`src/design/pfa_pkg.sv`:
```
// Package with the types, codes and constants of the paged frame allocator.
`default_nettype none

package pfa_pkg;

  localparam int IDENT_W    = 16;
  localparam int BYTES_W    = 20;
  localparam int FB_W       = 16;
  localparam int FT_W       = 10;
  localparam int STATUS_W   = 3;
  localparam int CNT_W      = 10;
  localparam int FRAG_W     = 25;
  localparam int FRAG_XW    = FRAG_W + 1;
  localparam int CFG_IDX_W  = 2;
  localparam int CFG_DATA_W = 16;
  localparam int DIV_STEP_W = $clog2(BYTES_W + 1);

  localparam int DEF_MAX_FRAMES = 512;
  localparam int DEF_MAX_PROCS  = 16;

  localparam logic [FB_W-1:0]   FB_RESET  = 16'd4;
  localparam logic [FT_W-1:0]   FT_RESET  = 10'd512;
  localparam logic [FRAG_W-1:0] FRAG_MAX  = 25'h1FF_FFFF;
  localparam logic [CNT_W-1:0]  COUNT_SAT = 10'd512;

  localparam logic ACT_ALLOC = 1'b0;
  localparam logic ACT_FREE  = 1'b1;

  localparam logic [CFG_IDX_W-1:0] CFG_FRAME_BYTES = 2'd0;
  localparam logic [CFG_IDX_W-1:0] CFG_FRAME_TOTAL = 2'd1;

  typedef enum logic [STATUS_W-1:0] {
    ST_OK         = 3'd0,
    ST_NO_FRAME   = 3'd1,
    ST_BAD_SIZE   = 3'd2,
    ST_DUPLICATE  = 3'd3,
    ST_TABLE_FULL = 3'd4,
    ST_TOO_FEW    = 3'd5,
    ST_NOT_FOUND  = 3'd6
  } status_t;

  typedef enum logic [3:0] {
    S_CLEAR,
    S_IDLE,
    S_SLOT,
    S_COUNT,
    S_FREE,
    S_DIV_GO,
    S_DIV_WAIT,
    S_DECIDE,
    S_ALLOC,
    S_DONE
  } state_t;

  typedef struct packed {
    logic               action;
    logic [IDENT_W-1:0] proc_ident;
    logic [BYTES_W-1:0] proc_bytes;
  } in_item_t;

  typedef struct packed {
    logic [STATUS_W-1:0] status;
    logic [CNT_W-1:0]    frame_count;
    logic [CNT_W-1:0]    frames_left;
    logic [FRAG_W-1:0]   frag_total;
  } out_item_t;

  typedef struct packed {
    logic               used;
    logic [IDENT_W-1:0] owner;
  } frame_entry_t;

  typedef struct packed {
    logic [IDENT_W-1:0] ident;
    logic [BYTES_W-1:0] bytes;
  } slot_entry_t;

  typedef struct packed {
    logic [BYTES_W-1:0] quotient;
    logic [FB_W-1:0]    remainder;
    logic               done;
  } div_result_t;

endpackage

`default_nettype wire

```
`src/design/pfa_divider.sv`:
```
// Iterative restoring divider, one quotient bit per cycle.
`default_nettype none

module pfa_divider
  import pfa_pkg::*;
(
  input  wire logic               clk,
  input  wire logic               rst_n,
  input  wire logic               start,
  input  wire logic [BYTES_W-1:0] dividend,
  input  wire logic [FB_W-1:0]    divisor,
  output div_result_t             result
);

  logic [BYTES_W-1:0]    quo_r, quo_nxt;
  logic [FB_W-1:0]       rem_r, rem_nxt;
  logic [FB_W-1:0]       div_r, div_nxt;
  logic [DIV_STEP_W-1:0] step_r, step_nxt;
  logic                  busy_r, busy_nxt;
  logic                  done_r, done_nxt;
  logic [FB_W:0]         shifted;
  logic                  fits;

  // The partial remainder stays below the divisor, so one compare and
  // subtract per step is enough.
  assign shifted = {rem_r, quo_r[BYTES_W-1]};
  assign fits    = shifted >= {1'b0, div_r};

  always_comb begin
    quo_nxt  = quo_r;
    rem_nxt  = rem_r;
    div_nxt  = div_r;
    step_nxt = step_r;
    busy_nxt = busy_r;
    done_nxt = done_r;
    if (start) begin
      quo_nxt  = dividend;
      rem_nxt  = '0;
      div_nxt  = divisor;
      step_nxt = '0;
      busy_nxt = 1'b1;
      done_nxt = 1'b0;
    end else if (busy_r) begin
      quo_nxt  = {quo_r[BYTES_W-2:0], fits};
      rem_nxt  = fits ? FB_W'(shifted - {1'b0, div_r}) : shifted[FB_W-1:0];
      step_nxt = step_r + 1'b1;
      if (step_r == DIV_STEP_W'(BYTES_W - 1)) begin
        busy_nxt = 1'b0;
        done_nxt = 1'b1;
      end
    end
  end

  always_ff @(posedge clk) begin
    if (!rst_n) begin
      step_r <= '0;
      busy_r <= 1'b0;
      done_r <= 1'b0;
    end else begin
      step_r <= step_nxt;
      busy_r <= busy_nxt;
      done_r <= done_nxt;
    end
  end

  always_ff @(posedge clk) begin
    quo_r <= quo_nxt;
    rem_r <= rem_nxt;
    div_r <= div_nxt;
  end

  assign result.quotient  = quo_r;
  assign result.remainder = rem_r;
  assign result.done      = done_r;

endmodule

`default_nettype wire

```
`config.mk`:
```
export PLATFORM = sky130hd
export DESIGN_NAME = pfa_divider
export DESIGN_NICKNAME = d
export VERILOG_FILES = /design/src/design/pfa_pkg.sv /design/src/design/pfa_divider.sv
export SDC_FILE = /design/constraint.sdc
export NUM_CORES = 1
export LEC_CHECK = 0
export ABC_AREA = 1
export BUFFER_PORTS_ARGS = -buffer_cell sky130_fd_sc_hd__buf_2
export CORE_MARGIN = 5
export CORE_UTILIZATION = 55
export CTS_BUF_LIST = sky130_fd_sc_hd__clkbuf_4 sky130_fd_sc_hd__clkbuf_8 sky130_fd_sc_hd__clkbuf_16
export DETAILED_ROUTE_END_ITERATION = 8
export PLACE_DENSITY = 0.8
export SLEW_MARGIN = 20
export SYNTH_ARGS = -nofsm -noshare
export SYNTH_HDL_FRONTEND = slang
export SYNTH_SLANG_ARGS = --single-unit
```
`constraint.sdc`:
```
create_clock -name clk -period 4.05 [get_ports clk]
set_clock_uncertainty 0.05 [all_clocks]
set_input_delay 0.81 -clock clk [delete_from_list [all_inputs] [get_ports clk]]
set_output_delay 0.81 -clock clk [all_outputs]
set_load 0.03 [all_outputs]
```
==> results_dict.tcl <==
set metrics [dict create \
    clk_pin_slew_ps 70 \
    vias 3261 \
    rows 29 \
    setup_tns_ps 0 \
    dpl.hpwl_um 6480 \
    die-height_um 90.8 \
    synth_top_cell_by_area "edfxtp_1" \
    post_cts_buffers 0 \
    p_sw_w 0.000411 \
    grt_pass1_vias 3290 \
    antenna_found_initial 0 \
    multi_input_area_um2 1720 \
    yosysTopAreaCellShare_pct 30.1 \
    finalHoldViolations 0 \
    outcome "complete, no violations" \
    cts_resized 0 \
    yosysSeqAreaShare_pct 42.9 \
    timing.rr.end "rem_r[8]" \
    avgSynthCellArea_um2 7.85 \
    dieArea_um2 8250 \
    cts_tree "done" \
    syn_to_final_growth_pct 17.4 \
    drv_cap 0 \
    synthTopCellsByArea "edfxtp_1, nand2_1, dfxtp_1" \
    fin_crit_sh_pct 53.0 \
    vias_per_cell 5.28 \
    clk_latency_ps 340 \
    portBuffers 75 \
    grt-ovfl-total 0 \
    root_buffer "clkbuf_8" \
    rsz0062_at_grt "false" \
    p_comb_share_pct 15.3 \
    seqCellArea_um2 1540 \
    layout_commonest_cell "nand2_1" \
    final_nets 593 \
    yosysWarnings 0 \
    htreeDepth 3 \
    start_kind "flip-flop" \
    place_congestion 0.943 \
    vdd_drop_max_uv 244 \
    diodes 0 \
    final_cell_mix "nand2_1, buf_2, inv_1" \
    grt_max_degree 28 \
    rr_worst_depth 11 \
    swShare_pct 27.4 \
    hold_class "reg -> reg" \
    fmax_mhz 465 \
    initial_core_util_pct 56.6 \
    drt_pre_antenna_iters 6 \
    cp-end-kind "flip-flop" \
    setup_viol_count_final 0 \
    finalMaxSlewViolations 0 \
    ys_ff_latch 59 \
    post-route-min-period_ps 2150 \
    p_seq_share_pct 46.8 \
    pwr-share-clk_pct 37.9 \
    critical_path_required_ps 4230 \
    fillerInstances 538 \
    clockBufferDepth 2 \
    drt_drc_violations_left 0 \
    syn_nets 515 \
    r2r-start "quo_r[19]" \
    synthCells 458 \
    p_int_w 0.00109 \
    core_um2 6350 \
    leakage_nw 2.28 \
    critical_path_class "reg -> reg" \
    tightest_slew_ps 783 \
    wl_um 8890 \
    hold_depth 2 \
    synth_cell_types 36 \
    worstHoldStart "rem_r[10]" \
    power_density_nw_per_um2 355 \
    max_slew_margin_pct 47.7 \
    io-pin-count 76 \
    syn_area_um2 3590 \
    worstSetupStartpoint "quo_r[19]" \
    grt_pass1_wl_um 15000 \
    die_width_um 90.8 \
    hold_path_end "rem_r[10]" \
    utilization_pct 66.5 \
    cts.sinks 59 \
    crit_fanout 3 \
    cts_buffers 9 \
    drt_iter0_drc 244 \
    drtAntennaViolNets 0 \
    grtUsageTotal_pct 22.5 \
    cts_hold_buf 0 \
    wire_per_inst_um 14.4 \
    rrSetupSlack_ps 1900 \
    layout-drive-gt1-share_pct 24.4 \
    crit_arrival_ps 2330 \
]
==> sequential cells by signal, summed over array words and instances, names as in the netlist <==
signal / count
quo_r: 20
div_r: 16
rem_r: 16
step_r: 5
busy_r: 1
done_r: 1
==> worst max-delay path: stages (launching register included) <==
cell and delay [ps]:
edfxtp_1 360, inv_1 70, ha_1 230, fa_1 460
o21bai_1 340, nand2_1 150, nand3_1 100, nand2_1 70
nand2_1 60, nand2_1 50, nand3_1 70, nand2_1 50
==> metal layers <==
layer	track usage (%)	part of all wire, %	up-vias
met4	9.05	1.8	0
met3	5.67	7.7	16
met2	36.9	48	149
li1	-	-	1610
met1	28.2	43	1486
met5	0	0	-
==> through the flow <==
stage	area (µm²)	setup WS (ps)	hold slack, ps	instances	power [W]
after global routing	4220	1760	460	618	0.00157
final	4220	1900	440	618	0.00150
after detailed placement	4010	1630	431	602	0.000940
after floorplan	3590	2030	409	458	0.000863
after CTS	4220	1920	442	618	0.00151
after global placement	4010	1690	412	602	0.000934
==> worst max path at each step <==
stage	to	depth (start not counted)
2_1_floorplan	rem_r[12]	11
3_3_place_gp	quo_r[0]	4
3_5_place_dp	quo_r[3]	4
4_1_cts	rem_r[8]	11
5_1_grt	rem_r[8]	11
6_report	rem_r[8]	11
==> synth_stat cells <==
cell type / count
nor2_1: 14
edfxtp_1: 36
nor2_4: 2
fa_1: 1
o21ba_2: 1
nand3_2: 5
o21a_1: 1
nand2_8: 2
a21oi_1: 11
a211oi_1: 1
nand2_2: 16
xor2_1: 1
inv_1: 59
nand4_1: 4
nand2_1: 183
o211ai_1: 1
nor3_1: 8
buf_2: 2
a31oi_1: 2
xnor2_1: 5
ha_1: 17
nand3_1: 21
nand2_4: 1
buf_12: 1
nand3b_4: 1
o21bai_1: 1
nand3b_1: 18
buf_4: 1
and3_1: 1
nor2_8: 1
clkbuf_1: 5
nor4_1: 1
inv_2: 8
dfxtp_1: 23
a21oi_2: 1
buf_6: 2
==> layout make-up <==
cell class,instances,share of cell area [%]
Clock buffer,12,3.88
Clock inverter,4,1.13
Inverter,67,5.96
Multi-Input combinational cell,321,40.8
Sequential cell,59,36.5
Tap cell,77,2.28
Timing Repair Buffer,78,9.43
==> power by group through the flow <==
stage	sequential, W	clock [W]	combinational, W
CTS	0.000701	0.000575	0.000229
floorplan	0.000752	0	0.000111
global placement	0.000712	0	0.000222
detailed placement	0.000712	0	0.000229
global route	0.000704	0.000608	0.000254
finish	0.000701	0.000569	0.000230
==> logic make-up after synthesis <==
group / Yosys count / share of synthesized area [%]
AOI/OAI and AO/OA: 19 / 3.24
xor gates and xnor gates: 6 / 1.46
adders and majority gates: 18 / 6.47
buffers and inverters: 78 / 9.19
DFF: 59 / 42.9
and+or+nand+nor: 278 / 36.8
(Power assumes the default switching activity.)
