$ cat config.mk
export PLATFORM = sky130hd
export DESIGN_NAME = pfa_slot_table
export DESIGN_NICKNAME = d
export VERILOG_FILES = /design/src/design/pfa_pkg.sv /design/src/design/pfa_slot_table.sv
export SDC_FILE = /design/constraint.sdc
export NUM_CORES = 1
export LEC_CHECK = 0
export BUFFER_PORTS_ARGS = -buffer_cell sky130_fd_sc_hd__buf_4
export CORE_ASPECT_RATIO = 2
export CORE_UTILIZATION = 40
export CTS_CLUSTER_SIZE = 16
export DETAILED_ROUTE_END_ITERATION = 16
export GPL_TIMING_DRIVEN = 1
export HOLD_SLACK_MARGIN = 0.05
export PLACE_DENSITY_LB_ADDON = 0.08
export SYNTH_ARGS = -nofsm -noshare
export SYNTH_HDL_FRONTEND = slang
export SYNTH_SLANG_ARGS = --single-unit
$ cat constraint.sdc
create_clock -name clk -period 3 [get_ports clk]
set_input_delay 0.3 -clock clk [delete_from_list [all_inputs] [get_ports clk]]
set_output_delay 0.3 -clock clk [all_outputs]
set_load 0.005 [all_outputs]
$ cat src/design/pfa_pkg.sv
// Package with the types, codes and constants of the paged frame allocator.
`default_nettype none

package pfa_pkg;

  localparam int IDENT_W    = 16;
  localparam int BYTES_W    = 20;
  localparam int FB_W       = 16;
  localparam int FT_W       = 10;
  localparam int STATUS_W   = 3;
  localparam int CNT_W      = 10;
  localparam int FRAG_W     = 25;
  localparam int FRAG_XW    = FRAG_W + 1;
  localparam int CFG_IDX_W  = 2;
  localparam int CFG_DATA_W = 16;
  localparam int DIV_STEP_W = $clog2(BYTES_W + 1);

  localparam int DEF_MAX_FRAMES = 512;
  localparam int DEF_MAX_PROCS  = 16;

  localparam logic [FB_W-1:0]   FB_RESET  = 16'd4;
  localparam logic [FT_W-1:0]   FT_RESET  = 10'd512;
  localparam logic [FRAG_W-1:0] FRAG_MAX  = 25'h1FF_FFFF;
  localparam logic [CNT_W-1:0]  COUNT_SAT = 10'd512;

  localparam logic ACT_ALLOC = 1'b0;
  localparam logic ACT_FREE  = 1'b1;

  localparam logic [CFG_IDX_W-1:0] CFG_FRAME_BYTES = 2'd0;
  localparam logic [CFG_IDX_W-1:0] CFG_FRAME_TOTAL = 2'd1;

  typedef enum logic [STATUS_W-1:0] {
    ST_OK         = 3'd0,
    ST_NO_FRAME   = 3'd1,
    ST_BAD_SIZE   = 3'd2,
    ST_DUPLICATE  = 3'd3,
    ST_TABLE_FULL = 3'd4,
    ST_TOO_FEW    = 3'd5,
    ST_NOT_FOUND  = 3'd6
  } status_t;

  typedef enum logic [3:0] {
    S_CLEAR,
    S_IDLE,
    S_SLOT,
    S_COUNT,
    S_FREE,
    S_DIV_GO,
    S_DIV_WAIT,
    S_DECIDE,
    S_ALLOC,
    S_DONE
  } state_t;

  typedef struct packed {
    logic               action;
    logic [IDENT_W-1:0] proc_ident;
    logic [BYTES_W-1:0] proc_bytes;
  } in_item_t;

  typedef struct packed {
    logic [STATUS_W-1:0] status;
    logic [CNT_W-1:0]    frame_count;
    logic [CNT_W-1:0]    frames_left;
    logic [FRAG_W-1:0]   frag_total;
  } out_item_t;

  typedef struct packed {
    logic               used;
    logic [IDENT_W-1:0] owner;
  } frame_entry_t;

  typedef struct packed {
    logic [IDENT_W-1:0] ident;
    logic [BYTES_W-1:0] bytes;
  } slot_entry_t;

  typedef struct packed {
    logic [BYTES_W-1:0] quotient;
    logic [FB_W-1:0]    remainder;
    logic               done;
  } div_result_t;

endpackage

`default_nettype wire

$ cat src/design/pfa_slot_table.sv
// Process slot table: used bits in flops, identifier and size in a memory.
`default_nettype none

module pfa_slot_table
  import pfa_pkg::*;
#(
  parameter int MAX_PROCS = DEF_MAX_PROCS,
  parameter int SAW       = (MAX_PROCS > 1) ? $clog2(MAX_PROCS) : 1
)
(
  input  wire logic           clk,
  input  wire logic           rst_n,
  input  wire logic [SAW-1:0] rd_addr,
  output logic                rd_used,
  output slot_entry_t         rd_entry,
  input  wire logic           wr_en,
  input  wire logic           clr_en,
  input  wire logic [SAW-1:0] wr_addr,
  input  wire slot_entry_t    wr_entry
);

  slot_entry_t          mem [MAX_PROCS];
  slot_entry_t          rd_entry_r;
  logic [MAX_PROCS-1:0] used_r, used_nxt;
  logic                 rd_used_r;

  always_comb begin
    used_nxt = used_r;
    if (wr_en) begin
      used_nxt[wr_addr] = 1'b1;
    end
    if (clr_en) begin
      used_nxt[wr_addr] = 1'b0;
    end
  end

  always_ff @(posedge clk) begin
    if (!rst_n) begin
      used_r    <= '0;
      rd_used_r <= 1'b0;
    end else begin
      used_r    <= used_nxt;
      rd_used_r <= used_r[rd_addr];
    end
  end

  always_ff @(posedge clk) begin
    if (wr_en) begin
      mem[wr_addr] <= wr_entry;
    end
    rd_entry_r <= mem[rd_addr];
  end

  assign rd_used  = rd_used_r;
  assign rd_entry = rd_entry_r;

endmodule

`default_nettype wire

==> results.toml, run 1 <==
[timing]
fin_tns_setup_ns = 0
slew_violations = 0
max_freq_mhz = 630.8
clock_skew_ns = 0.01768
slew_headroom_pct = 53.07
finalHoldViolations = 0
setup_viol = 0
layout_setup_ws_ns = 1.415
worstMarginPinSlew_ns = 0.7024
fin_crit_sh_pct = 52.84
rsz0062_at_grt = "false"
min_period_ns = 1.585

[global_route]
grt_pass1_vias = 11731
grt_max_degree = 42
antenna_found_initial = 0
grt_overflow = 0
grt.total_usage_pct = 19.38
grt_pass1_wl_mm = 79.56

[floorplanning]
io_pins = 85
core_area_mm2 = 0.05709
rows = 124
die_area_mm2 = 0.05864
die_x_um = 171.7
die_h_um = 341.5
start_util_pct = 40.36

[route]
remaining_drc_errors = 0
drt-pass1-iter-count = 5
vias = 10627
viasPerCell = 5.403
final_antenna_net_count = 0
wl_per_cell_um = 27.68
drt_iter0_markers = 759
routed_wl_mm = 54.45

[placed_design]
gp_congestion = 0.6821
placed_area_mm2 = 0.02504
hpwl_mm = 28.14
dp_slack_ns = 0.9033
portBuffers = 84

[yosys]
yosysMostFrequentCell = "edfxtp_1"
synth-edff-count = 576
ys_seq_area_share_pct = 79.66
synthCells = 1000
synth.avg_cell_area_um2 = 23.05
synth_area_mm2 = 0.02305
ys_top_cells_by_count = "edfxtp_1, mux4_2, a22oi_1"
yosysTopAreaCell = "edfxtp_1"
ys_types = 22
yosysWarnings = 0
synth_ff_type = "edfxtp_1"
synth-seq-cells = 629
synth.area.top_cells = "edfxtp_1, mux4_2, dfxtp_1"
syn_nets = 1048
yosys.area.top_type_share_pct = 75.05
synth-async-reset-ratio_pct = 0

[clock_tree]
insertion_delay_ns = 0.60
ctsHoldBuffers = 38
clkSlewWorstSetupHoldPaths_ns = 0.07
htree_levels = 2
cts_resized = 0
cts_buffers = 54
clock-sinks = 629
cts_buffer_depth = 3
root_buffer = "clkbuf_16"
cts_setup_buffers = 0
tritoncts = "built"

[power]
p_comb_share_pct = 5.5
pwr-share-seq_pct = 54.5
clock_power_share_pct = 40.0
p_int_w = 0.01438
irDropWorstVdd_mv = 0.4678
power_density_mw_per_mm2 = 662.9
power.leakage_nw = 8.753
power.switching_w = 0.003673
total_power_w = 0.01806
switching_share_pct = 20.35

[final_layout]
antennaDiodeCount = 0
layout.nets = 1214
final_area_mm2 = 0.02724
synthToLayoutAreaGrowth_pct = 18.18
layout-drive-gt1-share_pct = 31.96

[worst_setup_path]
start_kind = "input pin"
worst_setup_path_end_kind = "flip-flop"
critical_path_class = "input pin to flip-flop"
arrival_ns = 2.11
critPathMaxFanout = 14
cp.required_ns = 3.52
r2r_setup_slack_ns = 1.70

[hold_path]
min_path_type = "input pin to flip-flop"

[outcome]
outcome = "finished, final reports clean"

[run]
drv_cap = 0
==> power by group through the flow <==
stage	logic (W)	clock network [W]	registers, W
floorplan	0.000487	0	0.0100
global placement	0.000965	0	0.0100
detailed placement	0.000973	0	0.0100
CTS	0.00102	0.00738	0.00985
global route	0.00107	0.00768	0.00986
finish	0.000988	0.00722	0.00985
==> worst max-delay path: stages <==
cell and delay (ns):
dlygate4sd3_1 0.53, buf_4 0.17, nor2_4 0.54, buf_4 0.33
a22oi_1 0.10, nand2_1 0.14
==> layout by cell type (no fill, tap or decap), drive strengths merged <==
master	synthesis	routed
or2	1	1
or3b	2	2
dfxtp	53	53
mux2i	4	4
nor2	17	17
nand3b	4	4
nor2b	3	3
nand2b	3	3
clkinv	0	13
clkbuf	25	78
buf	30	127
and2	1	1
nand3	4	4
nand2	40	40
o211ai	2	2
edfxtp	576	576
clkinvlp	0	2
bufinv	0	7
o22ai	1	1
o221a	16	16
a22oi	72	72
inv	0	1
mux4	146	146
dlygate4sd3	0	38
==> final timing paths <==
path              depth (start not counted)                    to                   from
setup reg to reg                          3  rd_entry[35]$_DFF_P_  mem[11][35]$_DFFE_PP_
hold / removal                            3  used_r[2]$_SDFF_PN0_             wr_addr[3]
setup / recovery                          6  rd_entry[35]$_DFF_P_             rd_addr[3]
hold reg to reg                           1  used_r[7]$_SDFF_PN0_   used_r[7]$_SDFF_PN0_
==> routing by layer <==
metal | global-route usage, % | up-vias | share of wire [%]
met5 | 0 | - | 0
met4 | 6.008 | 0 | 2.6
met3 | 2.602 | 79 | 3.7
met2 | 34.50 | 211 | 54
met1 | 24.25 | 5757 | 40
li1 | - | 4580 | -
==> state kept, by name (all words and copies together), names as in the netlist <==
name      count
mem         576
rd_entry     36
rd_used       1
used_r       16
==> final cells by class <==
cell class	instances	area, µm²
clock buffer	78	1533
clock inverter	23	284.0
fill	4884	29860
multi-input combinational	316	4546
sequential	629	18360
tap	756	945.9
timing repair buffer	165	1570
==> stage by stage <==
| step | util (%) | hold WS [ns] | cells |
|---|---|---|---|
| after floorplan | - | 0.3989 | 1000 |
| after global placement | 43.86 | 0.5180 | 1828 |
| after detailed placement | 43.86 | 0.5223 | 1828 |
| after CTS | 47.70 | 0.1683 | 1967 |
| after global routing | 47.70 | 0.2034 | 1967 |
| final | 47.70 | 0.2011 | 1967 |
==> cells by family after synthesis <==
logic type	share of synthesized area, %
AND/OR/NAND/NOR	1.439
AO/OA/AOI/OAI	3.219
buffers and inverters	1.243
multiplexers	14.44
flip-flops	79.66
Note: power is estimated with default switching activity, not from simulation.
==> inputs of run 2 (changes only) <==
Clock period 3 ns to 1.65 ns, I/O delays scaled along.
==> results.toml, run 2 (synthesis gave the netlist of run 1 again) <==
[route]
wl_per_cell_um = 27.40
viasPerCell = 5.422
drt_iter0_markers = 704
routed_wl_mm = 54.78
remaining_drc_errors = 0
final_antenna_net_count = 0
vias = 10838
drt-pass1-iter-count = 5

[final_layout]
final_common_cell = "edfxtp_1"
fin_util_pct = 48.58
antennaDiodeCount = 0
regMostFlops = "mem"
multiInputGateArea_mm2 = 0.004548
largest_reg_flops = 576
layout-drive-gt1-share_pct = 33.55
layout.nets = 1247
synthToLayoutAreaGrowth_pct = 20.34
fillers = 4794
layout_common_cells = "edfxtp_1, mux4_2, buf_4"
seq_area_mm2 = 0.01836

[floorplanning]
die_area_mm2 = 0.05864
io_pins = 85
start_util_pct = 40.36
die_h_um = 341.5
die_x_um = 171.7
core_area_mm2 = 0.05709
rows = 124

[worst_setup_path]
arrival_ns = 1.15
rr_worst_depth = 3
cpMaxStageDelayCell = "dfxtp_1"
slowest_delay_ns = 0.42
cp.required_ns = 1.48
worst_setup_path_end_kind = "output port"
crit_chain = "buf_4"
path_depth = 1
start_kind = "flip-flop"
path_buf_inv = 1
critPathMaxFanout = 1
critPathTopFamily = "flip-flops"
critical_path_class = "flip-flop to output port"

[power]
power.leakage_nw = 8.961
total_power_w = 0.03219
irDropWorstVdd_mv = 0.7217
power_density_mw_per_mm2 = 1161

[clock_tree]
insertion_delay_ns = 0.59
clkSlewWorstSetupHoldPaths_ns = 0.07
cts_buffer_depth = 3
cts_buffers = 54
root_buffer = "clkbuf_16"
tritoncts = "built"
clock-sinks = 629
cts_resized = 0
htree_levels = 2

[timing]
worstMarginPinSlew_ns = 0.4152
layout_setup_ws_ns = 0.3374
slew_violations = 0
fin_tns_setup_ns = 0
fin_crit_sh_pct = 79.55
setup_viol = 0
min_period_ns = 1.313
finalHoldViolations = 0
slew_headroom_pct = 72.24
max_freq_mhz = 761.9
rsz0062_at_grt = "false"
clock_skew_ns = 0.01430

[global_route]
top_usage_layer = "met2"
grt_pass1_wl_mm = 79.82
use_met2_pct = 34.33
grt.total_usage_pct = 19.47
grt_pass1_vias = 11870
grt_use_met3_pct = 2.649
antenna_found_initial = 0
grt_overflow = 0
grt_max_degree = 30
met1_usage_pct = 24.66

[placed_design]
hpwl_mm = 30.73
portBuffers = 84
gp_congestion = 0.7104
dp_slack_ns = -0.07064

[hold_path]
hold_depth = 3
min_path_type = "input pin to flip-flop"

[outcome]
outcome = "finished, final reports clean"

[run]
drv_cap = 0
-- run 2: changes by cell type in the layout (fill, tap and decap cells not counted), moves of 2 or more --
cell	delta
buf_12	+29
clkbuf_1	+8
clkinv_1	-7
bufinv_16	-5
buf_4	+3
clkbuf_8	+3
clkinv_2	+2
-- run 2: worst paths after layout --
| path | from | endpoint | slack, ns |
|---|---|---|---|
| worst max-delay path | rd_entry[5]$_DFF_P_ | rd_entry[5] | 0.34 |
| worst min register to register | used_r[2]$_SDFF_PN0_ | used_r[2]$_SDFF_PN0_ | 0.54 |
| worst max register to register | mem[11][25]$_DFFE_PP_ | rd_entry[25]$_DFF_P_ | 0.35 |
| worst min-delay path | wr_addr[2] | used_r[3]$_SDFF_PN0_ | 0.1 |
-- run 2: power breakdown --
part           total, W  internal, W  switching (W)  leakage, nW
sequential       0.0179       0.0178       0.000127         5.64
combinational   0.00190     0.000911       0.000984         2.49
clock            0.0124      0.00684        0.00554        0.825
-- run 2: repair_timing --
action                                  in CTS  in global routing
hold buffers                                39                  0
hold endpoints to repair                   593                  0
endpoints found under the setup margin       0                  0
setup buffers                                0                  0
-- run 2: layer usage --
metal / vias up / share of wire [%]
met2: 234 / 53
met5: - / 0
met4: 0 / 2.6
met1: 5882 / 41
li1: 4639 / -
met3: 83 / 3.5
-- run 2: through the flow --
| step | hold WS, ns | cell area (µm²) | std cells |
|---|---|---|---|
| floorplan | 0.2639 | 23130 | 1000 |
| global placement | 0.4609 | 25640 | 1860 |
| detailed placement | 0.4702 | 25640 | 1860 |
| CTS | 0.06289 | 27730 | 1999 |
| global route | 0.09089 | 27730 | 1999 |
| finish | 0.09535 | 27730 | 1999 |
-- run 2: cell type report --
cell class | instances | share of cell area (%)
clock buffers | 88 | 5.693
well taps | 756 | 3.411
flip-flops and latches | 629 | 66.19
clock inverters | 12 | 0.4331
multi-input cells | 316 | 16.40
repair buffers | 198 | 7.872
